File: config.mk
export PLATFORM = sky130hd
export DESIGN_NAME = nlb_queue
export DESIGN_NICKNAME = d
export VERILOG_FILES = /design/src/hdl/nlb_pkg.sv /design/src/hdl/nlb_queue.sv
export SDC_FILE = /design/constraint.sdc
export NUM_CORES = 1
export LEC_CHECK = 0
export BUFFER_PORTS_ARGS = -buffer_cell sky130_fd_sc_hd__buf_4
export CORE_ASPECT_RATIO = 0.8
export CORE_MARGIN = 2
export CORE_UTILIZATION = 30
export DETAILED_ROUTE_END_ITERATION = 16
export HOLD_SLACK_MARGIN = 0.08
export SYNTH_ARGS = -nofsm -noshare
export SYNTH_HDL_FRONTEND = slang
export SYNTH_SLANG_ARGS = --single-unit
File: constraint.sdc
create_clock -name clk -period 2.4 [get_ports clk]
set_clock_uncertainty 0.2 [all_clocks]
set_input_delay 0.36 -clock clk [delete_from_list [all_inputs] [get_ports clk]]
set_output_delay 0.36 -clock clk [all_outputs]
set_load 0.005 [all_outputs]
File: src/hdl/nlb_pkg.sv
`default_nettype none
package nlb_pkg;

  localparam int DEF_MAX_WIDTH  = 1024;
  localparam int DEF_MAX_RADIUS = 7;

  localparam int PIX_W   = 8;
  localparam int ROW_W   = 12;
  localparam int OCOL_W  = 10;
  localparam int POS_W   = 12;
  localparam int WID_W   = 13;
  localparam int RAD_W   = 4;
  localparam int SLOT_W  = 6;
  localparam int K_W     = 12;
  localparam int CFG_AW  = 3;
  localparam int CFG_DW  = 12;
  localparam int QUEUE_DEPTH = 2;

  localparam logic [PIX_W-1:0] PIX_MAX = 8'd255;

  localparam logic [10:0]          RST_WIDTH  = 11'd640;
  localparam logic [ROW_W-1:0]     RST_HEIGHT = 12'd480;
  localparam logic [2:0]           RST_RADIUS = 3'd7;
  localparam logic signed [K_W-1:0] RST_KGAIN = -12'sd51;
  localparam logic                 RST_MIXED  = 1'b0;
  localparam logic [PIX_W-1:0]     RST_FLOOR  = 8'd0;

  typedef enum logic [CFG_AW-1:0] {
    REG_WIDTH  = 3'd0,
    REG_HEIGHT = 3'd1,
    REG_RADIUS = 3'd2,
    REG_KGAIN  = 3'd3,
    REG_MIXED  = 3'd4,
    REG_FLOOR  = 3'd5
  } cfg_reg_t;

  localparam logic CMD_PIXEL = 1'b0;
  localparam logic CMD_DRAIN = 1'b1;

  typedef struct packed {
    logic [WID_W-1:0]       width;
    logic [ROW_W-1:0]       height;
    logic [RAD_W-1:0]       radius;
    logic signed [K_W-1:0]  k_gain;
    logic                   mixed;
    logic [PIX_W-1:0]       global_floor;
  } cfg_t;

  typedef struct packed {
    logic [ROW_W-1:0]  row;
    logic [POS_W-1:0]  col;
    logic [SLOT_W-1:0] slot;
    logic              last;
  } job_t;

  typedef struct packed {
    logic              white;
    logic [ROW_W-1:0]  row;
    logic [OCOL_W-1:0] col;
    logic [PIX_W-1:0]  thr;
    logic              eoi;
  } result_t;

  typedef enum logic [3:0] {
    B_IDLE, B_CTR, B_WIN, B_TAIL, B_MUL, B_DIVM, B_WAITM,
    B_DIVV, B_WAITV, B_SQRT, B_KMUL, B_THR, B_DONE
  } back_state_t;

endpackage
`default_nettype wire

File: src/hdl/nlb_queue.sv
`default_nettype none
module nlb_queue #(
  parameter int DEPTH = nlb_pkg::QUEUE_DEPTH
) (
  input  wire logic          clk,
  input  wire logic          rst_n,
  input  wire logic          push,
  input  wire nlb_pkg::job_t din,
  input  wire logic          pop,
  output nlb_pkg::job_t      dout,
  output logic               full,
  output logic               not_empty
);
  import nlb_pkg::*;

  localparam int PW   = (DEPTH > 1) ? $clog2(DEPTH) : 1;
  localparam int CNTW = $clog2(DEPTH + 1);

  job_t            mem_r [DEPTH];
  logic [PW-1:0]   wr_ptr_r, wr_ptr_nxt;
  logic [PW-1:0]   rd_ptr_r, rd_ptr_nxt;
  logic [CNTW-1:0] cnt_r, cnt_nxt;

  assign full      = (cnt_r == CNTW'(DEPTH));
  assign not_empty = (cnt_r != '0);
  assign dout      = mem_r[rd_ptr_r];

  always_comb begin
    wr_ptr_nxt = wr_ptr_r;
    rd_ptr_nxt = rd_ptr_r;
    cnt_nxt    = cnt_r;
    if (push) begin
      wr_ptr_nxt = (wr_ptr_r == PW'(DEPTH - 1)) ? '0 : wr_ptr_r + 1'b1;
    end
    if (pop) begin
      rd_ptr_nxt = (rd_ptr_r == PW'(DEPTH - 1)) ? '0 : rd_ptr_r + 1'b1;
    end
    if (push && !pop) begin
      cnt_nxt = cnt_r + 1'b1;
    end else if (pop && !push) begin
      cnt_nxt = cnt_r - 1'b1;
    end
  end

  always_ff @(posedge clk) begin
    if (!rst_n) begin
      wr_ptr_r <= '0;
      rd_ptr_r <= '0;
      cnt_r    <= '0;
    end else begin
      wr_ptr_r <= wr_ptr_nxt;
      rd_ptr_r <= rd_ptr_nxt;
      cnt_r    <= cnt_nxt;
    end
  end

  always_ff @(posedge clk) begin
    if (push) begin
      mem_r[wr_ptr_r] <= din;
    end
  end

`ifndef SYNTHESIS
  a_cnt_bound: assert property (@(posedge clk) disable iff (!rst_n)
    cnt_r <= CNTW'(DEPTH)) else $error("queue count beyond depth");
  a_no_overflow: assert property (@(posedge clk) disable iff (!rst_n)
    push |-> !full) else $error("job pushed into full queue");
  a_no_underflow: assert property (@(posedge clk) disable iff (!rst_n)
    pop |-> not_empty) else $error("job popped from empty queue");
  a_pop_count: assert property (@(posedge clk) disable iff (!rst_n)
    (pop && !push) |=> cnt_r == $past(cnt_r) - 1'b1) else $error("pop lost");
`endif

endmodule
`default_nettype wire

==> flow_metrics.py <==
metrics = {
    "status": {
        "status": "finished, final reports clean",
    },
    "logic_synthesis": {
        "ys.flop_type": "edfxtp_1",
        "synthTopCellsByCount": "edfxtp_1, mux2_2, dfxtp_1, and2_1, buf_2",
        "yosysUniqueCellTypes": 16,
        "syn-mean-instance-area_um2": 20.74,
        "syn-num-nets": 154,
        "synth_top_area_cell": "edfxtp_1",
        "synthCells": 118,
        "yosysWarningCount": 0,
        "synth_area_leaders": "edfxtp_1, mux2_2, dfxtp_1, and2_1, xor2_1",
        "seq_area_frac_synth": 0.8016,
        "synth_most_common_cell": "edfxtp_1",
        "ys_seq_elements": 67,
        "syn_area_mm2": 0.002447,
        "ys_async_sr_fraction": 0,
        "yosysTopAreaCellShare": 0.7607,
        "synth-edff-count": 62,
    },
    "drt": {
        "ant_nets": 0,
        "wl_per_cell_um": 13.51,
        "drtIter0Drc": 66,
        "firstDrtPassIters": 4,
        "vias": 1413,
        "wirelength_um": 4619,
        "drc": 0,
        "viasPerCell": 4.132,
    },
    "layout": {
        "drive_gt1_frac": 0.5043,
        "antenna_cells": 0,
        "nets": 265,
        "fin_cells": 342,
        "area_delta_synth_final_pct": 49.08,
        "n_fill_cell": 707,
    },
    "floorplanning": {
        "initial_utilization": 0.3094,
        "coreArea_mm2": 0.007910,
        "die_area_mm2": 0.008901,
        "io_pins": 68,
        "chipHeight_um": 84.79,
        "die_x_um": 105.0,
        "num_rows": 29,
    },
    "power": {
        "power_density_mw_per_mm2": 734.4,
        "p_leak_nw": 1.387,
        "swShare": 0.2009,
        "combPwrFrac": 0.130,
        "clock_power_share": 0.361,
        "vdd_ir_drop_max_mv": 0.2443,
        "p_int_w": 0.002141,
        "power.switching_w": 0.0005384,
        "power.total_w": 0.002679,
        "share_seq_of_total_power": 0.509,
    },
    "clock_tree": {
        "cts_tree": "done",
        "worstSkewPairLatency_ns": 0.32,
        "cts_max_path_buffers": 2,
        "h-tree-depth": 3,
        "cts.sink_count": 67,
        "clk_transition_reported_paths_ns": 0.06,
        "root_buffer": "clkbuf_8",
        "cts_buffers": 9,
    },
    "timing": {
        "setup_viol": 0,
        "slew_headroom": 0.7095,
        "tightest_slew_ns": 0.4358,
        "finalCriticalPeriod_ns": 2.044,
        "max_freq_mhz": 489.2,
        "hold_ws_ns": 0.1829,
        "fin_crit_sh": 0.8517,
        "finalSetupTns_ns": 0,
        "hold_viol": 0,
        "slew_violations": 0,
        "grt_setup_unrepaired": "no",
        "fin_ws_ns": 0.3559,
    },
    "setup_path": {
        "rr_startpoint": "wr_ptr_r",
        "timing.reg2reg.setup_slack_ns": 0.95,
        "critPathKind": "register to primary output",
        "cp_max_fo": 22,
        "cp.required_ns": 1.84,
        "endpoint_kind": "primary output",
        "crit_path_start_kind": "register",
        "r2r_end": "mem_r[1][1]",
        "cp.arrival_ns": 1.48,
        "r2r_cells": 2,
        "endpoint": "dout[9]",
    },
    "placed_design": {
        "dp_hpwl_um": 2932,
        "portBuffers": 67,
        "placed_cells": 294,
        "place_ws_ns": 0.6928,
        "gp_congestion": 0.6407,
    },
    "global_route": {
        "grt_pass1_vias": 1477,
        "antenna_found_initial": 0,
        "grt_max_degree": 32,
        "track_usage": 0.1094,
        "grt_pass1_wl_um": 7189,
        "grt.overflow.total": 0,
    },
    "worst_hold_path": {
        "hp-start": "push",
        "hp-class": "input port to register",
    },
    "job": {
        "maxCapViolations": 0,
    },
}
==> flip-flops by register name, summed over array words and instances (netlist names), named ones only <==
register,cells
cnt_r,2
mem_r,62
rd_ptr_r,1
wr_ptr_r,1
==> area by class of cell <==
class                           count  area (µm²)  share of cell area
Tap cell                          108       135.1             0.03704
Multi-Input combinational cell     47       474.2              0.1300
Clock buffer                       10       127.6             0.03498
Inverter                            1       3.754            0.001029
Sequential cell                    67        1962              0.5377
Clock inverter                      6       80.08             0.02195
Timing Repair Buffer              103       865.8              0.2373
==> metal layers <==
layer / vias to the layer above / track usage / share of wire
met5: - / 0 / 0
met4: 0 / 0.04727 / 0.0082
met3: 5 / 0.03960 / 0.058
met2: 44 / 0.1677 / 0.47
met1: 690 / 0.1407 / 0.46
li1: 674 / - / -
==> placed cells by master (no fill, tap or decap) <==
master	netlist	layout
ha_1	1	1
xnor2_1	1	1
a21boi_1	1	1
clkbuf_8	0	9
buf_4	0	70
mux2_2	31	31
dlygate4sd3_1	0	32
clkinvlp_4	0	1
clkbuf_1	0	1
nor2b_1	2	1
or2_2	1	1
bufinv_16	0	2
o21ai_0	1	1
o21a_1	1	1
xor2_1	2	2
buf_12	0	1
clkinv_1	0	2
inv_1	1	1
nor2b_4	0	1
dfxtp_1	5	5
and2b_2	1	1
edfxtp_1	62	62
or3_1	1	1
and2_1	4	4
clkinv_2	0	1
==> worst max-delay path, cell delays in order (launching register included) <==
cell     delay [ns]
dfxtp_1        0.32
buf_4          0.29
mux2_2         0.39
buf_4          0.14
==> repair_timing <==
item	4_1_cts	5_1_grt
buffers inserted	0	0
hold buffers	32	0
hold endpoints to repair	66	0
resized for setup	0	0
==> how the worst min path moves through the flow <==
stage               cells after the start          end  slack, ns
floorplan                               0  mem_r[0][0]       0.26
global placement                        2     cnt_r[1]       0.29
detailed placement                      2     cnt_r[1]       0.30
CTS                                     3     wr_ptr_r       0.16
global route                            3     rd_ptr_r       0.18
finish                                  3     wr_ptr_r       0.18
==> logic make-up (layout without fill, tap and decap cells) <==
logic type                 after synthesis  count (layout)  share of synthesized area
muxes                                   31              31                     0.1426
DFF                                     67              67                     0.8016
buffers and inverters                    4             120                   0.007665
AOI/OAI and AO/OA                        3               3                   0.008180
xor gates and xnor gates                 3               3                    0.01074
adders and majority gates                1               1                   0.005112
and+or+nand+nor                          9               9                    0.02403
==> power by group through the flow <==
stage	Clock (W)	Combinational [W]	Sequential [W]
after floorplan	0	0.000135	0.00139
after global routing	0.00106	0.000379	0.00137
final	0.000967	0.000347	0.00136
after global placement	0	0.000309	0.00139
after CTS	0.00100	0.000356	0.00136
after detailed placement	0	0.000311	0.00139
==> per-stage QoR <==
step | cell area, µm² | utilization
floorplan | 2450 | -
finish | 3649 | 0.4612
detailed placement | 3120 | 0.3945
global placement | 3120 | 0.3945
global route | 3649 | 0.4612
CTS | 3649 | 0.4612
Note: power is estimated with default switching activity, not from simulation.
