### src/hdl/nlb_pkg.sv
`default_nettype none
package nlb_pkg;

  localparam int DEF_MAX_WIDTH  = 1024;
  localparam int DEF_MAX_RADIUS = 7;

  localparam int PIX_W   = 8;
  localparam int ROW_W   = 12;
  localparam int OCOL_W  = 10;
  localparam int POS_W   = 12;
  localparam int WID_W   = 13;
  localparam int RAD_W   = 4;
  localparam int SLOT_W  = 6;
  localparam int K_W     = 12;
  localparam int CFG_AW  = 3;
  localparam int CFG_DW  = 12;
  localparam int QUEUE_DEPTH = 2;

  localparam logic [PIX_W-1:0] PIX_MAX = 8'd255;

  localparam logic [10:0]          RST_WIDTH  = 11'd640;
  localparam logic [ROW_W-1:0]     RST_HEIGHT = 12'd480;
  localparam logic [2:0]           RST_RADIUS = 3'd7;
  localparam logic signed [K_W-1:0] RST_KGAIN = -12'sd51;
  localparam logic                 RST_MIXED  = 1'b0;
  localparam logic [PIX_W-1:0]     RST_FLOOR  = 8'd0;

  typedef enum logic [CFG_AW-1:0] {
    REG_WIDTH  = 3'd0,
    REG_HEIGHT = 3'd1,
    REG_RADIUS = 3'd2,
    REG_KGAIN  = 3'd3,
    REG_MIXED  = 3'd4,
    REG_FLOOR  = 3'd5
  } cfg_reg_t;

  localparam logic CMD_PIXEL = 1'b0;
  localparam logic CMD_DRAIN = 1'b1;

  typedef struct packed {
    logic [WID_W-1:0]       width;
    logic [ROW_W-1:0]       height;
    logic [RAD_W-1:0]       radius;
    logic signed [K_W-1:0]  k_gain;
    logic                   mixed;
    logic [PIX_W-1:0]       global_floor;
  } cfg_t;

  typedef struct packed {
    logic [ROW_W-1:0]  row;
    logic [POS_W-1:0]  col;
    logic [SLOT_W-1:0] slot;
    logic              last;
  } job_t;

  typedef struct packed {
    logic              white;
    logic [ROW_W-1:0]  row;
    logic [OCOL_W-1:0] col;
    logic [PIX_W-1:0]  thr;
    logic              eoi;
  } result_t;

  typedef enum logic [3:0] {
    B_IDLE, B_CTR, B_WIN, B_TAIL, B_MUL, B_DIVM, B_WAITM,
    B_DIVV, B_WAITV, B_SQRT, B_KMUL, B_THR, B_DONE
  } back_state_t;

endpackage
`default_nettype wire

### src/hdl/nlb_if.sv
`default_nettype none
interface nlb_pix_if;
  import nlb_pkg::*;
  logic             valid;
  logic             ready;
  logic             command;
  logic [PIX_W-1:0] pixel;
  modport source (output valid, output command, output pixel, input ready);
  modport sink (input valid, input command, input pixel, output ready);
endinterface

`default_nettype wire

### src/hdl/nlb_front.sv
`default_nettype none
module nlb_front #(
  parameter int MAX_WIDTH  = nlb_pkg::DEF_MAX_WIDTH,
  parameter int MAX_RADIUS = nlb_pkg::DEF_MAX_RADIUS,
  parameter int AW         = 15
) (
  input  wire logic                       clk,
  input  wire logic                       rst_n,
  nlb_pix_if.sink                         in_bus,
  input  wire logic                       cfg_we,
  input  wire logic [nlb_pkg::CFG_AW-1:0] cfg_addr,
  input  wire logic [nlb_pkg::CFG_DW-1:0] cfg_wdata,
  output nlb_pkg::cfg_t                   cfg,
  output logic                            ram_we,
  output logic [AW-1:0]                   ram_waddr,
  output logic [nlb_pkg::PIX_W-1:0]       ram_wdata,
  input  wire logic                       q_full,
  output logic                            q_push,
  output nlb_pkg::job_t                   q_job
);
  import nlb_pkg::*;

  localparam int CW = $clog2(MAX_WIDTH);
  localparam int RB = AW - CW;

  logic [10:0]           width_r;
  logic [ROW_W-1:0]      height_r;
  logic [2:0]            radius_r;
  logic signed [K_W-1:0] kgain_r;
  logic                  mixed_r;
  logic [PIX_W-1:0]      floor_r;

  logic [ROW_W-1:0] in_row_r, in_row_nxt, em_row_r, em_row_nxt;
  logic [CW-1:0]    in_col_r, in_col_nxt, em_col_r, em_col_nxt;
  logic [RB-1:0]    in_slot_r, in_slot_nxt, em_slot_r, em_slot_nxt;
  logic             done_r, done_nxt;

  logic [WID_W-1:0] eff_w, wm1, ecp, nc;
  logic [ROW_W-1:0] eff_h, hm1, nr;
  logic [ROW_W:0]   erp;
  logic [RAD_W-1:0] eff_r;
  logic             accept, store, col_end, row_end, ready, last, cfg_hit;
  logic [ROW_W-1:0] prow;
  logic [CW-1:0]    pcol;
  logic [RB-1:0]    pslot;
  logic             pdone;

  always_comb begin
    if (width_r == '0) begin
      eff_w = WID_W'(1);
    end else if (WID_W'(width_r) > WID_W'(MAX_WIDTH)) begin
      eff_w = WID_W'(MAX_WIDTH);
    end else begin
      eff_w = WID_W'(width_r);
    end
    eff_h = (height_r == '0) ? ROW_W'(1) : height_r;
    eff_r = (RAD_W'(radius_r) > RAD_W'(MAX_RADIUS)) ? RAD_W'(MAX_RADIUS)
                                                    : RAD_W'(radius_r);
  end

  assign cfg = '{width: eff_w, height: eff_h, radius: eff_r, k_gain: kgain_r,
                 mixed: mixed_r, global_floor: floor_r};

  assign in_bus.ready = !q_full;
  assign accept  = in_bus.valid && !q_full;
  assign store   = accept && (in_bus.command == CMD_PIXEL) && !done_r;
  assign wm1     = eff_w - 1'b1;
  assign hm1     = eff_h - 1'b1;
  assign col_end = WID_W'(in_col_r) == wm1;
  assign row_end = in_row_r == hm1;

  // position after this word's pixel is stored
  always_comb begin
    prow  = in_row_r;
    pcol  = in_col_r;
    pslot = in_slot_r;
    pdone = done_r;
    if (store) begin
      if (!col_end) begin
        pcol = in_col_r + 1'b1;
      end else begin
        pcol = '0;
        if (!row_end) begin
          prow  = in_row_r + 1'b1;
          pslot = in_slot_r + 1'b1;
        end else begin
          pdone = 1'b1;
        end
      end
    end
  end

  always_comb begin
    erp   = {1'b0, em_row_r} + (ROW_W + 1)'(eff_r);
    nr    = (erp > {1'b0, hm1}) ? hm1 : erp[ROW_W-1:0];
    ecp   = WID_W'(em_col_r) + WID_W'(eff_r);
    nc    = (ecp > wm1) ? wm1 : ecp;
    ready = pdone || (prow > nr) || ((prow == nr) && (WID_W'(pcol) > nc));
    last  = (em_row_r == hm1) && (WID_W'(em_col_r) == wm1);
  end

  assign q_push = accept && ready;
  assign q_job  = '{row: em_row_r, col: POS_W'(em_col_r), slot: SLOT_W'(em_slot_r),
                    last: last};

  assign ram_we    = store;
  assign ram_waddr = {in_slot_r, in_col_r};
  assign ram_wdata = in_bus.pixel;

  assign cfg_hit = cfg_we && (cfg_addr <= REG_FLOOR);

  always_comb begin
    in_row_nxt  = prow;
    in_col_nxt  = pcol;
    in_slot_nxt = pslot;
    done_nxt    = pdone;
    em_row_nxt  = em_row_r;
    em_col_nxt  = em_col_r;
    em_slot_nxt = em_slot_r;
    if (cfg_hit) begin
      in_row_nxt  = '0;
      in_col_nxt  = '0;
      in_slot_nxt = '0;
      done_nxt    = 1'b0;
      em_row_nxt  = '0;
      em_col_nxt  = '0;
      em_slot_nxt = '0;
    end else if (q_push) begin
      if (last) begin
        // new image starts on the ring row after the last one decided
        in_row_nxt  = '0;
        in_col_nxt  = '0;
        in_slot_nxt = em_slot_r + 1'b1;
        done_nxt    = 1'b0;
        em_row_nxt  = '0;
        em_col_nxt  = '0;
        em_slot_nxt = em_slot_r + 1'b1;
      end else if (WID_W'(em_col_r) == wm1) begin
        em_col_nxt  = '0;
        em_row_nxt  = em_row_r + 1'b1;
        em_slot_nxt = em_slot_r + 1'b1;
      end else begin
        em_col_nxt = em_col_r + 1'b1;
      end
    end
  end

  always_ff @(posedge clk) begin
    if (!rst_n) begin
      width_r   <= RST_WIDTH;
      height_r  <= RST_HEIGHT;
      radius_r  <= RST_RADIUS;
      kgain_r   <= RST_KGAIN;
      mixed_r   <= RST_MIXED;
      floor_r   <= RST_FLOOR;
      in_row_r  <= '0;
      in_col_r  <= '0;
      in_slot_r <= '0;
      done_r    <= 1'b0;
      em_row_r  <= '0;
      em_col_r  <= '0;
      em_slot_r <= '0;
    end else begin
      if (cfg_we) begin
        case (cfg_addr)
          REG_WIDTH:  width_r  <= cfg_wdata[10:0];
          REG_HEIGHT: height_r <= cfg_wdata[ROW_W-1:0];
          REG_RADIUS: radius_r <= cfg_wdata[2:0];
          REG_KGAIN:  kgain_r  <= $signed(cfg_wdata[K_W-1:0]);
          REG_MIXED:  mixed_r  <= cfg_wdata[0];
          REG_FLOOR:  floor_r  <= cfg_wdata[PIX_W-1:0];
          default: ;
        endcase
      end
      in_row_r  <= in_row_nxt;
      in_col_r  <= in_col_nxt;
      in_slot_r <= in_slot_nxt;
      done_r    <= done_nxt;
      em_row_r  <= em_row_nxt;
      em_col_r  <= em_col_nxt;
      em_slot_r <= em_slot_nxt;
    end
  end

endmodule
`default_nettype wire

### src/flat_wrapper.sv
// flat-port wrapper written by rule: the top's interface ports become plain ports
module nlb_front_flat import nlb_pkg::*;
#(
  parameter int MAX_WIDTH  = nlb_pkg::DEF_MAX_WIDTH,
  parameter int MAX_RADIUS = nlb_pkg::DEF_MAX_RADIUS,
  parameter int AW         = 15
)
  (clk, rst_n, cfg_we, cfg_addr, cfg_wdata, cfg, ram_we, ram_waddr, ram_wdata, q_full, q_push, q_job, in_bus_valid, in_bus_command, in_bus_pixel, in_bus_ready);
  nlb_pix_if in_bus_i ();
  input  wire logic clk;
  input  wire logic rst_n;
  input  wire logic cfg_we;
  input  wire logic [nlb_pkg::CFG_AW-1:0] cfg_addr;
  input  wire logic [nlb_pkg::CFG_DW-1:0] cfg_wdata;
  output nlb_pkg::cfg_t cfg;
  output logic ram_we;
  output logic [AW-1:0] ram_waddr;
  output logic [nlb_pkg::PIX_W-1:0] ram_wdata;
  input  wire logic q_full;
  output logic q_push;
  output nlb_pkg::job_t q_job;
  input wire logic [$bits(in_bus_i.valid)-1:0] in_bus_valid;
  input wire logic [$bits(in_bus_i.command)-1:0] in_bus_command;
  input wire logic [$bits(in_bus_i.pixel)-1:0] in_bus_pixel;
  output wire logic [$bits(in_bus_i.ready)-1:0] in_bus_ready;
  assign in_bus_i.valid = in_bus_valid;
  assign in_bus_i.command = in_bus_command;
  assign in_bus_i.pixel = in_bus_pixel;
  assign in_bus_ready = in_bus_i.ready;
  nlb_front #(.MAX_WIDTH(MAX_WIDTH), .MAX_RADIUS(MAX_RADIUS), .AW(AW)) u_core (.clk(clk), .rst_n(rst_n), .in_bus(in_bus_i), .cfg_we(cfg_we), .cfg_addr(cfg_addr), .cfg_wdata(cfg_wdata), .cfg(cfg), .ram_we(ram_we), .ram_waddr(ram_waddr), .ram_wdata(ram_wdata), .q_full(q_full), .q_push(q_push), .q_job(q_job));
endmodule
### config.mk
export PLATFORM = sky130hd
export DESIGN_NAME = nlb_front_flat
export DESIGN_NICKNAME = d
export VERILOG_FILES = /design/src/hdl/nlb_pkg.sv /design/src/hdl/nlb_if.sv /design/src/hdl/nlb_front.sv /design/src/flat_wrapper.sv
export SDC_FILE = /design/constraint.sdc
export NUM_CORES = 1
export LEC_CHECK = 0
export BUFFER_PORTS_ARGS = -buffer_cell sky130_fd_sc_hd__buf_2
export CAP_MARGIN = 15
export CORE_MARGIN = 4
export CORE_UTILIZATION = 59
export CTS_CLUSTER_SIZE = 40
export DETAILED_ROUTE_END_ITERATION = 6
export PLACE_DENSITY = 0.87
export SYNTH_ARGS = -nofsm -noshare
export SYNTH_HDL_FRONTEND = slang
export SYNTH_SLANG_ARGS = --single-unit
### constraint.sdc
create_clock -name clk -period 9.1 [get_ports clk]
set_input_delay 1.82 -clock clk [delete_from_list [all_inputs] [get_ports clk]]
set_output_delay 1.82 -clock clk [all_outputs]
set_load 0.02 [all_outputs]
==> results of run 1 <==
-- metal layers --
layer | vias up | part of all wire [%]
met3 | 78 | 11
met4 | 0 | 3.5
li1 | 4236 | -
met2 | 549 | 43
met1 | 4167 | 43
met5 | - | 0
-- power groups by stage --
stage / clock network (mW) / registers (mW) / logic, mW
final: 0.429 / 0.460 / 0.135
after global routing: 0.446 / 0.461 / 0.148
after CTS: 0.429 / 0.459 / 0.132
after detailed placement: 0 / 0.470 / 0.131
after global placement: 0 / 0.470 / 0.130
after floorplan: 0 / 0.469 / 0.0995
-- cell families after synthesis --
group                      Yosys count
xor gates and xnor gates            81
adders and majority gates           61
and+or+nand+nor                    511
DFF                                102
AOI/OAI and AO/OA                  238
other                                1
buffers and inverters              150
muxes                               28
-- what timing repair did --
item | in CTS | in global routing
setup endpoints to repair | 0 | 1
endpoints found under the hold margin | 0 | 0
gates resized for setup | 0 | 8
-- worst max-delay path, cell delays in order, from the launching register on --
cell	delay (ps)
dfxtp_1	590
nor4_1	160
a31oi_2	400
ha_1	350
or3b_2	580
nand3b_1	130
o2111ai_1	110
a2111oi_0	710
nand3_1	370
o211ai_1	270
buf_4	270
mux2_2	370
ha_1	310
nor2b_1	140
o211ai_1	160
a211oi_1	90
a2111oi_0	350
nor2_1	110
a311o_1	450
a22oi_2	330
inv_2	70
buf_2	170
-- area by class of cell --
type | instances | area (um^2)
Multi-Input combinational cell | 925 | 6190
Fill cell | 1248 | 4910
Sequential cell | 102 | 2050
Timing Repair Buffer | 132 | 706
Tap cell | 184 | 230
Clock buffer | 9 | 225
Inverter | 48 | 180
Clock inverter | 7 | 95.1
-- registers in the layout, summed over array words and instances (netlist names), 3 cells and up --
name and flops:
u_core.em_row_r 12, u_core.height_r 12, u_core.in_row_r 12, u_core.kgain_r 12
u_core.width_r 11, u_core.em_col_r 10, u_core.in_col_r 10, u_core.floor_r 8
u_core.em_slot_r 5, u_core.in_slot_r 5, u_core.radius_r 3
-- worst max-delay path by stage --
stage                             from      to  cells past startpoint  slack (ps)
floorplan           u_core.height_r[2]  q_push                     28         940
global placement    u_core.height_r[5]  q_push                     25         870
detailed placement   u_core.width_r[8]  q_push                     22         660
CTS                  u_core.width_r[8]  q_push                     22         270
global route        u_core.height_r[8]  q_push                     26          40
finish              u_core.height_r[3]  q_push                     21         420
-- stage by stage --
stage	instances	util, %	area, um^2
2_1_floorplan	1177	-	8860
3_3_place_gp	1390	63.9	9320
3_5_place_dp	1390	63.9	9320
4_1_cts	1406	66.1	9640
5_1_grt	1407	66.3	9670
6_report	1407	66.3	9670
-- cell usage in the layout, fill, tap and decap left out, types with 5 or more instances in the layout --
cell       count
or3_1         11
nand2_1      159
and2_1         7
a21o_1        10
o21ai_0       41
nor3b_1       11
clkbuf_16      9
inv_1         45
nor4_1        15
mux2i_1       21
o2111ai_1      5
nand3b_1       7
a31oi_1        8
xnor2_1       38
o21ai_1        5
xor2_1        39
a21boi_0      30
buf_4         18
and3_1        16
nor2_1        82
o21a_1         7
dfxtp_1       99
nor3_1        27
a211oi_1       6
buf_2        113
or2_2          6
mux2_2         6
ha_1          59
nand4_1       25
inv_8          5
conb_1         6
or4_1         12
nor2b_1       34
nand3_1       55
a2111oi_0      8
o211ai_1      13
nand2b_1      12
a21oi_1       49
o31ai_1        9
==> results.py, run 1 <==
metrics = {
    "run_status": {
        "outcome": "finished clean",
    },
    "die": {
        "dieWidth_um": 130,
        "dieArea_um2": 17000,
        "ios": 136,
        "dieHeight_um": 130,
        "initial_utilization_pct": 60.6,
        "rows": 44,
        "core_um2": 14600,
    },
    "logic_synthesis": {
        "synth_common_cells": "nand2_1 (159), dfxtp_1 (102), nor2_1 (82)",
        "syn_area_um2": 8840,
        "synth_edf_count": 0,
        "synth_simple_gate_area_share_pct": 29.9,
        "synth_top_family_by_area": "simple AND/OR/NAND/NOR gates",
        "synth_xor_area_share_pct": 8.64,
        "synthCells": 1172,
        "yosysSeqAreaShare_pct": 23.1,
        "ys_ff_latch": 102,
        "synth.area.top_cells": "dfxtp_1 (23%), ha_1 (8.3%), nand2_1 (6.7%)",
        "synth_compound_area_share_pct": 18.8,
        "synth-main-ff-cell": "dfxtp_1",
        "synth.avg_cell_area_um2": 7.55,
        "synth_cell_types": 91,
        "ys_async_sr_fraction_pct": 0,
        "synth_area_leader_cell": "dfxtp_1",
        "synthMuxAreaShare_pct": 3.31,
        "synth_top_cell_area_share_pct": 23.1,
        "synth_fa_ha_area_share_pct": 8.80,
        "synth-warning-count": 0,
        "synth_most_common_cell": "nand2_1",
    },
    "power": {
        "p_sw_share_pct": 29.3,
        "p_total_mw": 1.02,
        "comb_power_share_pct": 13.2,
        "p_leak_nw": 4.27,
        "switchingPower_mw": 0.301,
        "p_seq_share_pct": 44.9,
        "pwr-share-clk_pct": 41.9,
        "vdd_drop_max_mv": 0.120,
        "power.internal_mw": 0.724,
        "p_per_area_nw_per_um2": 106,
    },
    "route": {
        "drc": 0,
        "first_pass_iters": 6,
        "antenna_left": 0,
        "routed_wl_mm": 26.8,
        "drt_iter0_drc": 1352,
        "wl_per_cell_um": 19.1,
        "via_per_inst": 6.42,
        "dr_total_vias": 9030,
    },
    "clocking": {
        "post_cts_buffers": 0,
        "cts_hold_buf": 0,
        "path_clk_slew_ps": 80,
        "clock_latency_ps": 360,
        "htree_levels": 3,
        "cts_tree": "built",
        "root_buffer": "clkbuf_16",
        "clockBufferDepth": 2,
        "cts.sinks": 102,
        "numCtsBuffers": 9,
    },
    "sta": {
        "setup_slack_ps": 416,
        "layout_min_cycle_time_ps": 8680,
        "rsz0062_at_grt": "false",
        "hold-worst-slack_ps": 468,
        "worstMarginPinSlew_ps": 922,
        "fmax_ghz": 0.115,
        "fin_skew_ps": 7.85,
        "final-hold-violation-count": 0,
        "finalCritPeriodShare_pct": 95.4,
        "finalSetupViolCount": 0,
        "fin_setup_tns_ps": 0,
        "report.final.slew_viol_count": 0,
        "slew-limit-headroom_pct": 38.0,
    },
    "setup_path": {
        "worstSetupEndpointType": "output pin",
        "required_ps": 7280,
        "r2r_cells": 23,
        "crit_type": "reg -> out",
        "cp-start-kind": "register",
        "path_max_fanout": 13,
        "crit-reg2reg-launch": "u_core.height_r[3]",
        "worstPathArrival_ps": 6860,
        "ff2ff_setup_slack_ps": 1710,
        "r2r-end": "u_core.in_col_r[8]",
    },
    "hold_path": {
        "worstHoldStart": "u_core.floor_r[1]",
        "min_to": "u_core.floor_r[1]",
        "hold_class": "reg -> reg",
        "whs_path_depth": 2,
    },
    "run": {
        "max_cap_violations": 0,
    },
    "layout": {
        "finalNetCount": 1308,
        "diodes": 0,
        "area_growth_pct": 9.38,
        "drive_above_1_share_pct": 15.9,
    },
    "global_route": {
        "track_usage_pct": 31.5,
        "grt_pass1_wl_mm": 43.4,
        "overflow": 0,
        "grt_antenna_before_repair": 0,
        "grtUsageMet1_pct": 44.7,
        "top_usage_layer": "met2",
        "grtUsageMet3_pct": 6.10,
        "met2_usage_pct": 47.6,
        "grt_max_degree": 50,
        "grt_pass1_vias": 8460,
    },
    "placement": {
        "dpl_worst_slack_ps": 658,
        "port_buffers": 113,
        "dp_hpwl_mm": 20.1,
        "routabilityCongestion": 0.991,
    },
}
(Power assumes the default switching activity.)
==> run 2, diff against run 1 <==
CELL_PAD_IN_SITES_DETAIL_PLACEMENT = 0   (was unset)
CELL_PAD_IN_SITES_GLOBAL_PLACEMENT = 1   (was unset)
CORE_UTILIZATION = 43   (was 59)
SKIP_LAST_GASP = 1   (was unset)
==> results.py, run 2 (same netlist as run 1, synthesis figures left out) <==
metrics = {
    "clocking": {
        "numCtsBuffers": 9,
        "clock_latency_ps": 370,
        "post_cts_buffers": 0,
        "htree_levels": 3,
        "clockBufferDepth": 2,
        "path_clk_slew_ps": 70,
        "cts_tree": "built",
        "cts.sinks": 102,
        "cts_hold_buf": 0,
        "root_buffer": "clkbuf_16",
    },
    "global_route": {
        "grt_pass1_wl_mm": 43.3,
        "overflow": 0,
        "grt_antenna_before_repair": 0,
        "grt_pass1_vias": 7913,
        "grt_max_degree": 50,
        "track_usage_pct": 23.7,
    },
    "route": {
        "antenna_left": 0,
        "routed_wl_mm": 27.5,
        "first_pass_iters": 5,
        "drc": 0,
        "via_per_inst": 5.82,
        "wl_per_cell_um": 18.4,
        "drt_iter0_drc": 664,
        "dr_total_vias": 8694,
    },
    "sta": {
        "worstMarginPinSlew_ps": 897,
        "finalSetupViolCount": 0,
        "fin_setup_tns_ps": 0,
        "final-hold-violation-count": 0,
        "rsz0062_at_grt": "false",
        "report.final.slew_viol_count": 0,
        "finalCritPeriodShare_pct": 95.7,
        "fmax_ghz": 0.115,
        "slew-limit-headroom_pct": 38.7,
        "setup_slack_ps": 388,
        "layout_min_cycle_time_ps": 8710,
        "fin_skew_ps": 14.8,
    },
    "power": {
        "p_sw_share_pct": 28.9,
        "pwr-share-clk_pct": 41.0,
        "p_leak_nw": 4.26,
        "p_seq_share_pct": 45.4,
        "switchingPower_mw": 0.293,
        "power.internal_mw": 0.718,
        "p_per_area_nw_per_um2": 103,
        "vdd_drop_max_mv": 0.0837,
        "comb_power_share_pct": 13.7,
    },
    "setup_path": {
        "r2r-end": "u_core.em_row_r[11]",
        "required_ps": 7280,
        "ff2ff_setup_slack_ps": 1880,
        "crit_type": "reg -> out",
        "path_max_fanout": 15,
        "cp-endpoint": "q_push",
        "worstSetupStartpoint": "u_core.width_r[6]",
        "worstPathArrival_ps": 6890,
        "crit-reg2reg-launch": "u_core.width_r[6]",
        "r2r_cells": 23,
        "worstSetupEndpointType": "output pin",
        "cp-start-kind": "register",
    },
    "die": {
        "dieHeight_um": 151,
        "ios": 136,
        "rows": 52,
        "core_um2": 20200,
        "initial_utilization_pct": 43.7,
        "dieWidth_um": 151,
        "dieArea_um2": 22900,
    },
    "hold_path": {
        "hold_class": "reg -> reg",
    },
    "placement": {
        "dpl_worst_slack_ps": 542,
        "dp_hpwl_mm": 21.2,
        "place_inst": 1477,
        "port_buffers": 113,
        "routabilityCongestion": 0.965,
    },
    "layout": {
        "final_cells": 1493,
        "final_common_cell": "nand2_1",
        "drive_above_1_share_pct": 16.2,
        "area_growth_pct": 10.7,
        "finalNetCount": 1309,
        "final_cell_mix": "nand2_1 (159), buf_2 (114), dfxtp_1 (98), nor2_1 (82), ha_1 (59)",
        "diodes": 0,
        "final_core_util_pct": 48.4,
    },
    "run": {
        "max_cap_violations": 0,
    },
    "run_status": {
        "outcome": "finished clean",
    },
}
run 2: cell count changes in the layout (fill, tap and decap cells not counted), sizes merged:
cell / previous run / this run
inv: 53 / 50
clkinv: 1 / 3
clkbuf: 10 / 9
buf: 131 / 133
run 2: worst max-delay path, stage by stage, from the launching register on:
cell	delay [ps]
dfxtp_1	460
or4_1	640
nor4_1	260
o21ai_1	190
ha_1	310
buf_4	200
inv_1	150
o221ai_1	300
xor2_1	250
a2111oi_1	430
nor4b_2	350
and2_1	400
o21ai_0	200
ha_1	340
a21o_1	180
a2111oi_0	360
o21ai_0	150
nand2_1	90
nand3_1	120
a311o_1	400
a22oi_2	340
inv_2	190
buf_2	200
run 2: how the worst min path moves through the flow:
| stage | from | end | slack (ps) | cells after the start |
|---|---|---|---|---|
| finish | u_core.floor_r[1] | u_core.floor_r[1] | 460 | 2 |
| floorplan | u_core.done_r | u_core.done_r | 450 | 2 |
| detailed placement | u_core.kgain_r[8] | u_core.kgain_r[8] | 460 | 2 |
| global placement | u_core.kgain_r[8] | u_core.kgain_r[8] | 450 | 2 |
| global route | u_core.floor_r[1] | u_core.floor_r[1] | 490 | 2 |
| CTS | u_core.floor_r[1] | u_core.floor_r[1] | 470 | 2 |
run 2: final cells by class:
| cell class | instances | area [um^2] |
|---|---|---|
| Clock inverter | 6 | 78.8 |
| Clock buffer | 9 | 225 |
| Timing Repair Buffer | 133 | 713 |
| Multi-Input combinational cell | 925 | 6210 |
| Tap cell | 270 | 338 |
| Sequential cell | 102 | 2050 |
| Inverter | 48 | 180 |
| Fill cell | 2078 | 10400 |
run 2: metal layers:
layer	vias up	wire length [um]	global-route usage [%]
met3	41	1490	3.05
met2	272	13100	39.5
li1	4231	-	-
met1	4150	12300	32.0
met5	-	0	0
met4	0	642	7.21
run 2: what timing repair did:
action,in CTS,in global routing
setup endpoints to repair,0,1
endpoints found under the hold margin,0,0
gates resized for setup,0,13
run 2: power by group through the flow:
stage,clock network (mW),registers [mW],logic [mW]
2_1_floorplan,0,0.469,0.0995
3_3_place_gp,0,0.469,0.135
3_5_place_dp,0,0.469,0.135
4_1_cts,0.420,0.458,0.136
5_1_grt,0.436,0.460,0.152
6_report,0.414,0.459,0.138
run 2: stage by stage:
step	hold WS [ps]	power [mW]	instance area (um^2)
final	465	1.01	9790
after global routing	491	1.05	9790
after CTS	466	1.01	9740
after detailed placement	455	0.604	9430
after global placement	449	0.604	9430
after floorplan	451	0.569	8860
