===== config.mk =====
export PLATFORM = sky130hd
export DESIGN_NAME = nlb_back_flat
export DESIGN_NICKNAME = d
export VERILOG_FILES = /design/src/hdl/nlb_pkg.sv /design/src/hdl/nlb_if.sv /design/src/hdl/nlb_div.sv /design/src/hdl/nlb_back.sv /design/src/flat_wrapper.sv
export SDC_FILE = /design/constraint.sdc
export NUM_CORES = 2
export LEC_CHECK = 0
export ABC_AREA = 1
export BUFFER_PORTS_ARGS = -buffer_cell sky130_fd_sc_hd__buf_2
export CORE_UTILIZATION = 51
export DETAILED_ROUTE_END_ITERATION = 8
export PLACE_DENSITY = 0.71
export SLEW_MARGIN = 20
export SYNTH_ARGS = -nofsm -noshare
export SYNTH_HDL_FRONTEND = slang
export SYNTH_SLANG_ARGS = --single-unit

===== constraint.sdc =====
create_clock -name clk -period 6.3 [get_ports clk]
set_clock_uncertainty 0.15 [all_clocks]
set_input_delay 0 -clock clk [delete_from_list [all_inputs] [get_ports clk]]
set_output_delay 0 -clock clk [all_outputs]
set_load 0.1 [all_outputs]

===== src/hdl/nlb_pkg.sv =====
`default_nettype none
package nlb_pkg;

  localparam int DEF_MAX_WIDTH  = 1024;
  localparam int DEF_MAX_RADIUS = 7;

  localparam int PIX_W   = 8;
  localparam int ROW_W   = 12;
  localparam int OCOL_W  = 10;
  localparam int POS_W   = 12;
  localparam int WID_W   = 13;
  localparam int RAD_W   = 4;
  localparam int SLOT_W  = 6;
  localparam int K_W     = 12;
  localparam int CFG_AW  = 3;
  localparam int CFG_DW  = 12;
  localparam int QUEUE_DEPTH = 2;

  localparam logic [PIX_W-1:0] PIX_MAX = 8'd255;

  localparam logic [10:0]          RST_WIDTH  = 11'd640;
  localparam logic [ROW_W-1:0]     RST_HEIGHT = 12'd480;
  localparam logic [2:0]           RST_RADIUS = 3'd7;
  localparam logic signed [K_W-1:0] RST_KGAIN = -12'sd51;
  localparam logic                 RST_MIXED  = 1'b0;
  localparam logic [PIX_W-1:0]     RST_FLOOR  = 8'd0;

  typedef enum logic [CFG_AW-1:0] {
    REG_WIDTH  = 3'd0,
    REG_HEIGHT = 3'd1,
    REG_RADIUS = 3'd2,
    REG_KGAIN  = 3'd3,
    REG_MIXED  = 3'd4,
    REG_FLOOR  = 3'd5
  } cfg_reg_t;

  localparam logic CMD_PIXEL = 1'b0;
  localparam logic CMD_DRAIN = 1'b1;

  typedef struct packed {
    logic [WID_W-1:0]       width;
    logic [ROW_W-1:0]       height;
    logic [RAD_W-1:0]       radius;
    logic signed [K_W-1:0]  k_gain;
    logic                   mixed;
    logic [PIX_W-1:0]       global_floor;
  } cfg_t;

  typedef struct packed {
    logic [ROW_W-1:0]  row;
    logic [POS_W-1:0]  col;
    logic [SLOT_W-1:0] slot;
    logic              last;
  } job_t;

  typedef struct packed {
    logic              white;
    logic [ROW_W-1:0]  row;
    logic [OCOL_W-1:0] col;
    logic [PIX_W-1:0]  thr;
    logic              eoi;
  } result_t;

  typedef enum logic [3:0] {
    B_IDLE, B_CTR, B_WIN, B_TAIL, B_MUL, B_DIVM, B_WAITM,
    B_DIVV, B_WAITV, B_SQRT, B_KMUL, B_THR, B_DONE
  } back_state_t;

endpackage
`default_nettype wire


===== src/hdl/nlb_if.sv =====
`default_nettype none


interface nlb_res_if;
  import nlb_pkg::*;
  logic              valid;
  logic              ready;
  logic              out_white;
  logic [ROW_W-1:0]  out_row;
  logic [OCOL_W-1:0] out_col;
  logic [PIX_W-1:0]  local_threshold;
  logic              end_of_image;
  modport source (output valid, output out_white, output out_row, output out_col,
                  output local_threshold, output end_of_image, input ready);
  modport sink (input valid, input out_white, input out_row, input out_col,
                input local_threshold, input end_of_image, output ready);
endinterface
`default_nettype wire


===== src/hdl/nlb_div.sv =====
`default_nettype none
module nlb_div #(
  parameter int DVW = 48,
  parameter int DSW = 16
) (
  input  wire logic           clk,
  input  wire logic           rst_n,
  input  wire logic           start,
  input  wire logic [DVW-1:0] dividend,
  input  wire logic [DSW-1:0] divisor,
  output logic                done,
  output logic      [DVW-1:0] quotient
);

  localparam int CNTW = $clog2(DVW + 1);

  logic            busy_r, busy_nxt;
  logic            done_r, done_nxt;
  logic [CNTW-1:0] cnt_r, cnt_nxt;
  logic [DVW-1:0]  quo_r, quo_nxt;
  logic [DSW-1:0]  rem_r, rem_nxt;
  logic [DSW-1:0]  dvs_r, dvs_nxt;
  logic [DSW:0]    shifted;
  logic            fits;

  assign shifted = {rem_r, quo_r[DVW-1]};
  assign fits    = shifted >= {1'b0, dvs_r};

  always_comb begin
    busy_nxt = busy_r;
    done_nxt = 1'b0;
    cnt_nxt  = cnt_r;
    quo_nxt  = quo_r;
    rem_nxt  = rem_r;
    dvs_nxt  = dvs_r;
    if (start) begin
      busy_nxt = 1'b1;
      cnt_nxt  = CNTW'(DVW);
      quo_nxt  = dividend;
      rem_nxt  = '0;
      dvs_nxt  = divisor;
    end else if (busy_r) begin
      // one quotient bit a cycle, most significant first
      rem_nxt = fits ? DSW'(shifted - {1'b0, dvs_r}) : DSW'(shifted);
      quo_nxt = {quo_r[DVW-2:0], fits};
      cnt_nxt = cnt_r - 1'b1;
      if (cnt_r == CNTW'(1)) begin
        busy_nxt = 1'b0;
        done_nxt = 1'b1;
      end
    end
  end

  always_ff @(posedge clk) begin
    if (!rst_n) begin
      busy_r <= 1'b0;
      done_r <= 1'b0;
    end else begin
      busy_r <= busy_nxt;
      done_r <= done_nxt;
    end
  end

  always_ff @(posedge clk) begin
    cnt_r <= cnt_nxt;
    quo_r <= quo_nxt;
    rem_r <= rem_nxt;
    dvs_r <= dvs_nxt;
  end

  assign done     = done_r;
  assign quotient = quo_r;

endmodule
`default_nettype wire


===== src/hdl/nlb_back.sv =====
`default_nettype none
module nlb_back #(
  parameter int MAX_WIDTH  = nlb_pkg::DEF_MAX_WIDTH,
  parameter int MAX_RADIUS = nlb_pkg::DEF_MAX_RADIUS,
  parameter int AW         = 15
) (
  input  wire logic                  clk,
  input  wire logic                  rst_n,
  input  wire nlb_pkg::cfg_t         cfg,
  input  wire logic                  job_valid,
  input  wire nlb_pkg::job_t         job,
  output logic                       job_pop,
  output logic [AW-1:0]              ram_raddr,
  input  wire logic [nlb_pkg::PIX_W-1:0] ram_rdata,
  nlb_res_if.source                  out_bus
);
  import nlb_pkg::*;

  localparam int CW   = $clog2(MAX_WIDTH);
  localparam int RB   = AW - CW;
  localparam int WIN  = 2 * MAX_RADIUS + 1;
  localparam int NMAX = WIN * WIN;
  localparam int NW   = $clog2(NMAX + 1);
  localparam int SW   = NW + 8;
  localparam int QW   = NW + 16;
  localparam int NQW  = NW + QW;
  localparam int DSW  = 2 * NW;
  localparam int DVW  = NQW + 16;
  localparam int VW   = 32;
  localparam int MW   = 16;
  localparam int KDW  = K_W + MW + 1;
  localparam int TW   = KDW + 1;

  back_state_t state_r, state_nxt;

  logic [ROW_W-1:0] y_r, r1_r, row_r;
  logic [CW-1:0]    x_r, c0_r, c1_r, col_r;
  logic [RB-1:0]    y_slot_r, ctr_slot_r;
  logic             last_r, ctr_v_r, acc_v_r;
  logic [PIX_W-1:0] pix_r;
  logic [SW-1:0]    sum_r;
  logic [QW-1:0]    sq_r;
  logic [NW-1:0]    n_r;
  logic [NQW-1:0]   nq_r, ss_r;
  logic [DSW-1:0]   nn_r;
  logic [MW-1:0]    mean_r;
  logic [VW-1:0]    v_r, root_r, bit_r;
  logic signed [KDW-1:0] kd_r;
  logic [PIX_W-1:0] thr_r;
  logic             white_r;
  result_t          res_r;
  logic             out_v_r, out_v_nxt;

  logic [ROW_W-1:0] er, r0, r1, hm1;
  logic [ROW_W:0]   erp;
  logic [WID_W-1:0] ecw, ecp, wm1;
  logic [CW-1:0]    c0, c1;
  logic [15:0]      sq_term;
  logic [VW-1:0]    trial;
  logic signed [TW-1:0] t_full;
  logic [PIX_W-1:0] thr_c;

  logic           div_start, div_done, out_free, out_load, win_end;
  logic [DVW-1:0] div_dividend, div_quo;
  logic [DSW-1:0] div_divisor;

  nlb_div #(.DVW(DVW), .DSW(DSW)) u_div (
    .clk      (clk),
    .rst_n    (rst_n),
    .start    (div_start),
    .dividend (div_dividend),
    .divisor  (div_divisor),
    .done     (div_done),
    .quotient (div_quo)
  );

  // clipped window bounds of the job at the head of the queue
  always_comb begin
    er  = job.row;
    hm1 = cfg.height - 1'b1;
    wm1 = cfg.width - 1'b1;
    r0  = (er > ROW_W'(cfg.radius)) ? er - ROW_W'(cfg.radius) : '0;
    erp = {1'b0, er} + (ROW_W + 1)'(cfg.radius);
    r1  = (erp > {1'b0, hm1}) ? hm1 : erp[ROW_W-1:0];
    ecw = WID_W'(job.col);
    c0  = (ecw > WID_W'(cfg.radius)) ? CW'(ecw - WID_W'(cfg.radius)) : '0;
    ecp = ecw + WID_W'(cfg.radius);
    c1  = (ecp > wm1) ? CW'(wm1) : CW'(ecp);
  end

  assign win_end  = (y_r == r1_r) && (x_r == c1_r);
  assign out_free = !out_v_r || out_bus.ready;

  always_comb begin
    state_nxt = state_r;
    case (state_r)
      B_IDLE:  if (job_valid) state_nxt = B_CTR;
      B_CTR:   state_nxt = B_WIN;
      B_WIN:   if (win_end) state_nxt = B_TAIL;
      B_TAIL:  state_nxt = B_MUL;
      B_MUL:   state_nxt = B_DIVM;
      B_DIVM:  state_nxt = B_WAITM;
      B_WAITM: if (div_done) state_nxt = B_DIVV;
      B_DIVV:  state_nxt = B_WAITV;
      B_WAITV: if (div_done) state_nxt = B_SQRT;
      B_SQRT:  if (bit_r == VW'(1)) state_nxt = B_KMUL;
      B_KMUL:  state_nxt = B_THR;
      B_THR:   state_nxt = B_DONE;
      B_DONE:  if (out_free) state_nxt = B_IDLE;
      default: state_nxt = B_IDLE;
    endcase
  end

  always_comb begin
    job_pop      = 1'b0;
    div_start    = 1'b0;
    out_load     = 1'b0;
    div_dividend = DVW'({sum_r, 8'b0});
    div_divisor  = DSW'(n_r);
    ram_raddr    = {y_slot_r, x_r};
    case (state_r)
      B_IDLE: job_pop = job_valid;
      B_CTR:  ram_raddr = {ctr_slot_r, col_r};
      B_DIVM: div_start = 1'b1;
      B_DIVV: begin
        div_start    = 1'b1;
        div_dividend = {NQW'(nq_r - ss_r), 16'b0};
        div_divisor  = nn_r;
      end
      B_DONE: out_load = out_free;
      default: ;
    endcase
  end

  assign sq_term = {8'b0, ram_rdata} * {8'b0, ram_rdata};
  assign trial   = root_r + bit_r;
  assign t_full  = $signed({(TW - MW - 8)'(0), mean_r, 8'b0}) + TW'(kd_r);

  always_comb begin
    if (t_full[TW-1]) begin
      thr_c = '0;
    end else if (|t_full[TW-2:24]) begin
      thr_c = PIX_MAX;
    end else begin
      thr_c = t_full[23:16];
    end
  end

  always_comb begin
    out_v_nxt = out_v_r;
    if (out_load) begin
      out_v_nxt = 1'b1;
    end else if (out_bus.ready) begin
      out_v_nxt = 1'b0;
    end
  end

  always_ff @(posedge clk) begin
    if (!rst_n) begin
      state_r <= B_IDLE;
      out_v_r <= 1'b0;
      ctr_v_r <= 1'b0;
      acc_v_r <= 1'b0;
    end else begin
      state_r <= state_nxt;
      out_v_r <= out_v_nxt;
      ctr_v_r <= (state_r == B_CTR);
      acc_v_r <= (state_r == B_WIN);
    end
  end

  always_ff @(posedge clk) begin
    if (job_pop) begin
      row_r      <= job.row;
      col_r      <= CW'(job.col);
      last_r     <= job.last;
      ctr_slot_r <= RB'(job.slot);
      y_slot_r   <= RB'(job.slot) - RB'(er - r0);
      y_r        <= r0;
      r1_r       <= r1;
      x_r        <= c0;
      c0_r       <= c0;
      c1_r       <= c1;
      sum_r      <= '0;
      sq_r       <= '0;
      n_r        <= '0;
    end else begin
      if (state_r == B_WIN && !win_end) begin
        if (x_r == c1_r) begin
          x_r      <= c0_r;
          y_r      <= y_r + 1'b1;
          y_slot_r <= y_slot_r + 1'b1;
        end else begin
          x_r <= x_r + 1'b1;
        end
      end
      if (acc_v_r) begin
        sum_r <= sum_r + SW'(ram_rdata);
        sq_r  <= sq_r + QW'(sq_term);
        n_r   <= n_r + 1'b1;
      end
    end
    if (ctr_v_r) begin
      pix_r <= ram_rdata;
    end
    if (state_r == B_MUL) begin
      nq_r <= NQW'(n_r) * NQW'(sq_r);
      ss_r <= NQW'(sum_r) * NQW'(sum_r);
      nn_r <= DSW'(n_r) * DSW'(n_r);
    end
    if (state_r == B_WAITM && div_done) begin
      mean_r <= MW'(div_quo);
    end
    if (state_r == B_WAITV && div_done) begin
      v_r    <= VW'(div_quo);
      root_r <= '0;
      bit_r  <= VW'(1) << (VW - 2);
    end
    if (state_r == B_SQRT) begin
      if (v_r >= trial) begin
        v_r    <= v_r - trial;
        root_r <= (root_r >> 1) + bit_r;
      end else begin
        root_r <= root_r >> 1;
      end
      bit_r <= bit_r >> 2;
    end
    if (state_r == B_KMUL) begin
      kd_r <= cfg.k_gain * $signed({1'b0, root_r[MW-1:0]});
    end
    if (state_r == B_THR) begin
      thr_r   <= thr_c;
      white_r <= (pix_r > thr_c) && !(cfg.mixed && (pix_r <= cfg.global_floor));
    end
    if (out_load) begin
      res_r <= '{white: white_r, row: row_r, col: OCOL_W'(col_r), thr: thr_r,
                 eoi: last_r};
    end
  end

  assign out_bus.valid           = out_v_r;
  assign out_bus.out_white       = res_r.white;
  assign out_bus.out_row         = res_r.row;
  assign out_bus.out_col         = res_r.col;
  assign out_bus.local_threshold = res_r.thr;
  assign out_bus.end_of_image    = res_r.eoi;

endmodule
`default_nettype wire


===== src/flat_wrapper.sv =====
// flat-port wrapper written by rule: the top's interface ports become plain ports
module nlb_back_flat import nlb_pkg::*;
#(
  parameter int MAX_WIDTH  = nlb_pkg::DEF_MAX_WIDTH,
  parameter int MAX_RADIUS = nlb_pkg::DEF_MAX_RADIUS,
  parameter int AW         = 15
)
  (clk, rst_n, cfg, job_valid, job, job_pop, ram_raddr, ram_rdata, out_bus_valid, out_bus_out_white, out_bus_out_row, out_bus_out_col, out_bus_local_threshold, out_bus_end_of_image, out_bus_ready);
  nlb_res_if out_bus_i ();
  input  wire logic clk;
  input  wire logic rst_n;
  input  wire nlb_pkg::cfg_t cfg;
  input  wire logic job_valid;
  input  wire nlb_pkg::job_t job;
  output logic job_pop;
  output logic [AW-1:0] ram_raddr;
  input  wire logic [nlb_pkg::PIX_W-1:0] ram_rdata;
  output wire logic [$bits(out_bus_i.valid)-1:0] out_bus_valid;
  output wire logic [$bits(out_bus_i.out_white)-1:0] out_bus_out_white;
  output wire logic [$bits(out_bus_i.out_row)-1:0] out_bus_out_row;
  output wire logic [$bits(out_bus_i.out_col)-1:0] out_bus_out_col;
  output wire logic [$bits(out_bus_i.local_threshold)-1:0] out_bus_local_threshold;
  output wire logic [$bits(out_bus_i.end_of_image)-1:0] out_bus_end_of_image;
  input wire logic [$bits(out_bus_i.ready)-1:0] out_bus_ready;
  assign out_bus_valid = out_bus_i.valid;
  assign out_bus_out_white = out_bus_i.out_white;
  assign out_bus_out_row = out_bus_i.out_row;
  assign out_bus_out_col = out_bus_i.out_col;
  assign out_bus_local_threshold = out_bus_i.local_threshold;
  assign out_bus_end_of_image = out_bus_i.end_of_image;
  assign out_bus_i.ready = out_bus_ready;
  nlb_back #(.MAX_WIDTH(MAX_WIDTH), .MAX_RADIUS(MAX_RADIUS), .AW(AW)) u_core (.clk(clk), .rst_n(rst_n), .cfg(cfg), .job_valid(job_valid), .job(job), .job_pop(job_pop), .ram_raddr(ram_raddr), .ram_rdata(ram_rdata), .out_bus(out_bus_i));
endmodule

==> tab_implementation.tex <==
\begin{tabular}{lr}
\hline
Metric & Value \\
\hline
\multicolumn{2}{l}{\textbf{Outcome}} \\
Result of the run & complete, no violations \\
\multicolumn{2}{l}{\textbf{Final layout}} \\
Area Overhead vs Synth & 10.0\% \\
Register area & around 13000 sq um \\
Design area & 59300 sq um \\
Number of nets at the end of the flow & around 8100 \\
Number of filler cells placed in the layout & roughly 9500 \\
Area occupied by multi-input gates & 34500 sq um \\
Ratio of cells with drive above 1 in the final layout & between 5 and 6\% \\
Filler-free cell count of the finished design & approximately 8400 \\
\multicolumn{2}{l}{\textbf{Clock tree}} \\
Setup fix buffers added after clock tree synthesis & 0 \\
CTS Root Buffer Type & sky130\_fd\_sc\_hd\_\_clkbuf\_16 \\
Clk sink count & 474 \\
Clock-pin slew on the worst setup and hold paths & roughly 0.06 ns \\
Bufs on Longest Clock Path & 3 \\
Insertion delay to the later sink of the worst-skew pair & 0.70 ns \\
H-tree level count & 2 \\
Cts bufs inserted & 58 \\
TritonCTS clock tree & yes \\
\multicolumn{2}{l}{\textbf{GRT}} \\
First-pass GRT wire length & 228000 um \\
Antenna violations before repair & 4 \\
Global-route usage over all layers & between 20\% and 30\% \\
Via count of the first global-routing pass & $\sim$46000 \\
Grt ovf & 0 \\
Largest net degree at the start of global routing & slightly below 80 \\
\multicolumn{2}{l}{\textbf{Floorplanning}} \\
Top-level I/O count & 142 \\
Die boundary width & approximately 330 um \\
Initial Util & 51.7\% \\
Floorplan die area & 107000 sq um \\
Placement Rows & about 120 \\
CORE AREA & 104000 sq um \\
Height of the die & $\sim$330 um \\
\multicolumn{2}{l}{\textbf{STA}} \\
Final count of negative-setup-slack endpoints & 0 \\
Fin. Hold Viols & 0 \\
RSZ-0062 raised after global routing & false \\
Tightest Pin Transition & around 1.1 ns \\
Clock period minus final worst setup slack & $\sim$6.0 ns \\
Period utilization & between 90\% and 100\% \\
Setup Total Neg Slack & 0 ns \\
Number of slew-limit violations in the final report & 0 \\
Fmax & 168 MHz \\
Worst-case setup margin in the final layout & about 0.34 ns \\
Worst max-slew margin expressed relative to the limit & about 27\% \\
\multicolumn{2}{l}{\textbf{Placed design}} \\
Area post-placement & between 50000 and 60000 sq um \\
HPWL after detailed placement & approximately 110000 um \\
Setup slack at placement & $\sim$0.24 ns \\
Input/output buffers & 140 \\
Count of placed standard cells including taps & approximately 8200 \\
Routability-driven placement congestion ratio & about 0.94 \\
\multicolumn{2}{l}{\textbf{Worst setup path}} \\
Ordered cell list for the critical path & buf\_4 -> nand2\_1 -> fa\_1 -> fa\_1 -> inv\_1 -> fa\_1 -> fa\_1 -> fa\_1 -> inv\_1 -> fa\_1 -> inv\_1 -> ha\_1 -> a21oi\_1 -> o21ai\_0 -> o21bai\_1 -> a21oi\_1 -> o21ai\_0 -> xor2\_1 \\
Arrival time at the worst endpoint & 6.23 ns \\
Setup CP Type & reg2reg \\
Critical-path cell with the highest stage delay & sky130\_fd\_sc\_hd\_\_dfxtp\_1 \\
Most repeated library cell on the critical path & sky130\_fd\_sc\_hd\_\_fa\_1 \\
Data required time of the worst path & $\sim$6.6 ns \\
Biggest fanout along the worst timing path & 10 \\
Critical path buffer and inverter count & 4 \\
Top Family by Delay on Critical Path & adder cells \\
Element type at the critical path start & flip-flop \\
Peak per-stage delay on the critical path & 0.66 ns \\
Setup crit start & u\_core.sum\_r[4] \\
Startpoint of the lowest-slack register-to-register path & u\_core.sum\_r[4] \\
Type of destination of the critical path & flip-flop \\
\multicolumn{2}{l}{\textbf{Logic synthesis}} \\
Ys async rst share & 0\% \\
Share of the yosys chip area belonging to registers & roughly 24\% \\
Top cells by area in the synthesized netlist & sky130\_fd\_sc\_hd\_\_edfxtp\_1 (20\%), sky130\_fd\_sc\_hd\_\_fa\_1 (19\%), sky130\_fd\_sc\_hd\_\_ha\_1 (12\%) \\
Mean cell area of the mapped netlist & 7.89 sq um \\
Yosys top cell by area & sky130\_fd\_sc\_hd\_\_edfxtp\_1 \\
Count of flip-flops with a built-in enable after synthesis & roughly 360 \\
Synth Net Count & between 7000 and 8000 \\
\#FFs+latches synth & 474 \\
Distinct cell type count after synthesis & 64 \\
Fraction of synthesized cell area taken by the top area cell type & about a fifth \\
Area of the mapped netlist & 53900 sq um \\
Number of cells produced by synthesis & approximately 6800 \\
Top flip-flop cell by instance count after synthesis & sky130\_fd\_sc\_hd\_\_edfxtp\_1 \\
Number of warnings reported in the yosys synthesis log & 0 \\
Most numerous cell in the Yosys netlist & sky130\_fd\_sc\_hd\_\_nand2\_1 \\
Most instantiated cells after synthesis & sky130\_fd\_sc\_hd\_\_nand2\_1 (1535), sky130\_fd\_sc\_hd\_\_inv\_1 (1423), sky130\_fd\_sc\_hd\_\_ha\_1 (510) \\
\multicolumn{2}{l}{\textbf{Routing}} \\
Total Wirelength & between 100000 and 150000 um \\
Routed wirelength normalized by instance count & about 16 um \\
Residual antenna-violating net count after detailed routing & 0 \\
Number of remaining DRC errors & 0 \\
Detailed-route vias per instance & between 5 and 6 \\
DRC violation total after the first TritonRoute iteration & 3171 \\
Length of the first detailed-routing pass in iterations & 8 \\
Overall via count from detail\_route & 44800 \\
\multicolumn{2}{l}{\textbf{Power}} \\
Power Dens Cells & 338 nW/um\^{}2 \\
Leak Pwr & about 30 nW \\
Worst IR drop on VDD & around 0.42 mV \\
Post-layout total power & around 0.020 W \\
Switching Fraction & $\sim$48\% \\
Clock power frac & 18.2\% \\
Net Switching & between 0.009 and 0.01 W \\
Combinational fraction of design power & 56.6\% \\
Sequential power share & approximately 25\% \\
Cell-internal power & 0.0105 W \\
\multicolumn{2}{l}{\textbf{Hold path}} \\
Class of the most critical hold timing path & in2reg \\
Min-Delay Startpoint & rst\_n \\
\multicolumn{2}{l}{\textbf{Run}} \\
Maximum Capacitance Violations & 0 \\
\hline
\end{tabular}
## routing by layer
layer	GRT usage (%)	wire (um)	vias up
met1	34.0	59300	21300
met2	45.2	66200	1358
met4	9.43	4700	0
li1	-	-	21900
met5	0	0	-
met3	3.07	8130	287
## cell usage in the layout, fill, tap and decap left out, types with 7 or more instances in the layout
cell                            instances
sky130_fd_sc_hd__mux2_2                13
sky130_fd_sc_hd__buf_2                140
sky130_fd_sc_hd__o211ai_1              17
sky130_fd_sc_hd__nand2_2                7
sky130_fd_sc_hd__o21ai_0              351
sky130_fd_sc_hd__o21a_1                 9
sky130_fd_sc_hd__xor2_1               182
sky130_fd_sc_hd__nand3_1              235
sky130_fd_sc_hd__edfxtp_1             362
sky130_fd_sc_hd__inv_1               1422
sky130_fd_sc_hd__ha_1                 510
sky130_fd_sc_hd__inv_2                  7
sky130_fd_sc_hd__a21o_1                31
sky130_fd_sc_hd__xnor2_1              110
sky130_fd_sc_hd__a31oi_1               28
sky130_fd_sc_hd__o22ai_1               16
sky130_fd_sc_hd__nand3b_1              31
sky130_fd_sc_hd__a21oi_1              385
sky130_fd_sc_hd__or2_2                 13
sky130_fd_sc_hd__buf_4                 56
sky130_fd_sc_hd__nand2_1             1532
sky130_fd_sc_hd__fa_1                 508
sky130_fd_sc_hd__nor4_1                15
sky130_fd_sc_hd__o21ai_1               32
sky130_fd_sc_hd__nor2_1               443
sky130_fd_sc_hd__nor3_1                86
sky130_fd_sc_hd__dlygate4sd3_1        126
sky130_fd_sc_hd__dfxtp_1              107
sky130_fd_sc_hd__clkbuf_16             62
sky130_fd_sc_hd__nand4_1               53
sky130_fd_sc_hd__nor2_2                 7
sky130_fd_sc_hd__clkinv_2              14
sky130_fd_sc_hd__o21bai_1              31
sky130_fd_sc_hd__bufinv_16              7
## sequential cells by signal, indices dropped and copies added (netlist names), 21 cells and up
signal / count
u_core.u_div.quotient: 48
u_core.nq_r: 32
u_core.root_r: 32
u_core.v_r: 32
u_core.ss_r: 31
u_core.sq_r: 24
u_core.kd_r: 21
## cells by family (layout without fill, tap and decap cells)
group / Yosys count / after routing / synth area share, %
compound gates: 942 / 942 / 9.55
flops: 474 / 474 / 24.3
other cells: 0 / 2 / 0
buf+inv: 1642 / 1864 / 11.7
mux: 16 / 16 / 0.328
fa+ha+maj: 1018 / 1018 / 30.7
simple gates: 2446 / 2446 / 18.6
xor+xnor: 292 / 292 / 4.75
## cell type report
cell class / instances / share of cell area (%)
clock inverters: 37 / 0.783
diodes: 2 / 0.00845
flip-flops and latches: 474 / 22.1
clock buffers: 73 / 2.79
well taps: 1380 / 2.91
multi-input cells: 4714 / 58.3
inverters: 1431 / 9.07
repair buffers: 323 / 4.04
## worst register-to-register path, delay by kind of cell, from the launching register on
kind	cells	cell delay, ns
and+or+nand+nor	1	0.12
xor gates and xnor gates	1	0.15
buffers and inverters	4	0.45
DFF	1	0.66
adders and majority gates	7	3.19
AOI/OAI and AO/OA	5	0.99
## power by group through the flow
stage                     combinational [W]  sequential [W]  clock, W
final                                0.0113         0.00504   0.00366
after floorplan                     0.00850         0.00478         0
after CTS                            0.0113         0.00503   0.00373
after global routing                 0.0128         0.00511   0.00383
after detailed placement             0.0110         0.00508         0
after global placement               0.0109         0.00507         0
## worst paths after layout
| kind | depth (start not counted) | endpoint | slack [ns] |
|---|---|---|---|
| min reg2reg | 0 | u_core.out_bus.local_threshold[0] | 0.27 |
| max reg2reg | 18 | u_core.ss_r[20] | 0.34 |
| min | 4 | u_core.state_r[2] | 0.08 |
| max | 18 | u_core.ss_r[20] | 0.34 |
## per-stage QoR
| stage | hold WS (ns) | util (%) |
|---|---|---|
| after detailed placement | 0.0290 | 53.7 |
| final | 0.0765 | 56.9 |
| after global placement | 0.0275 | 53.7 |
| after floorplan | -0.0511 | - |
| after global routing | 0.0785 | 56.9 |
| after CTS | 0.0317 | 56.9 |
## what timing repair did
action	4_1_cts	5_1_grt
resized for setup	0	7
setup endpoints to repair	0	5
endpoints found under the hold margin	106	0
hold buffers	126	0
No activity file was read; power rests on OpenSTA's default activity.
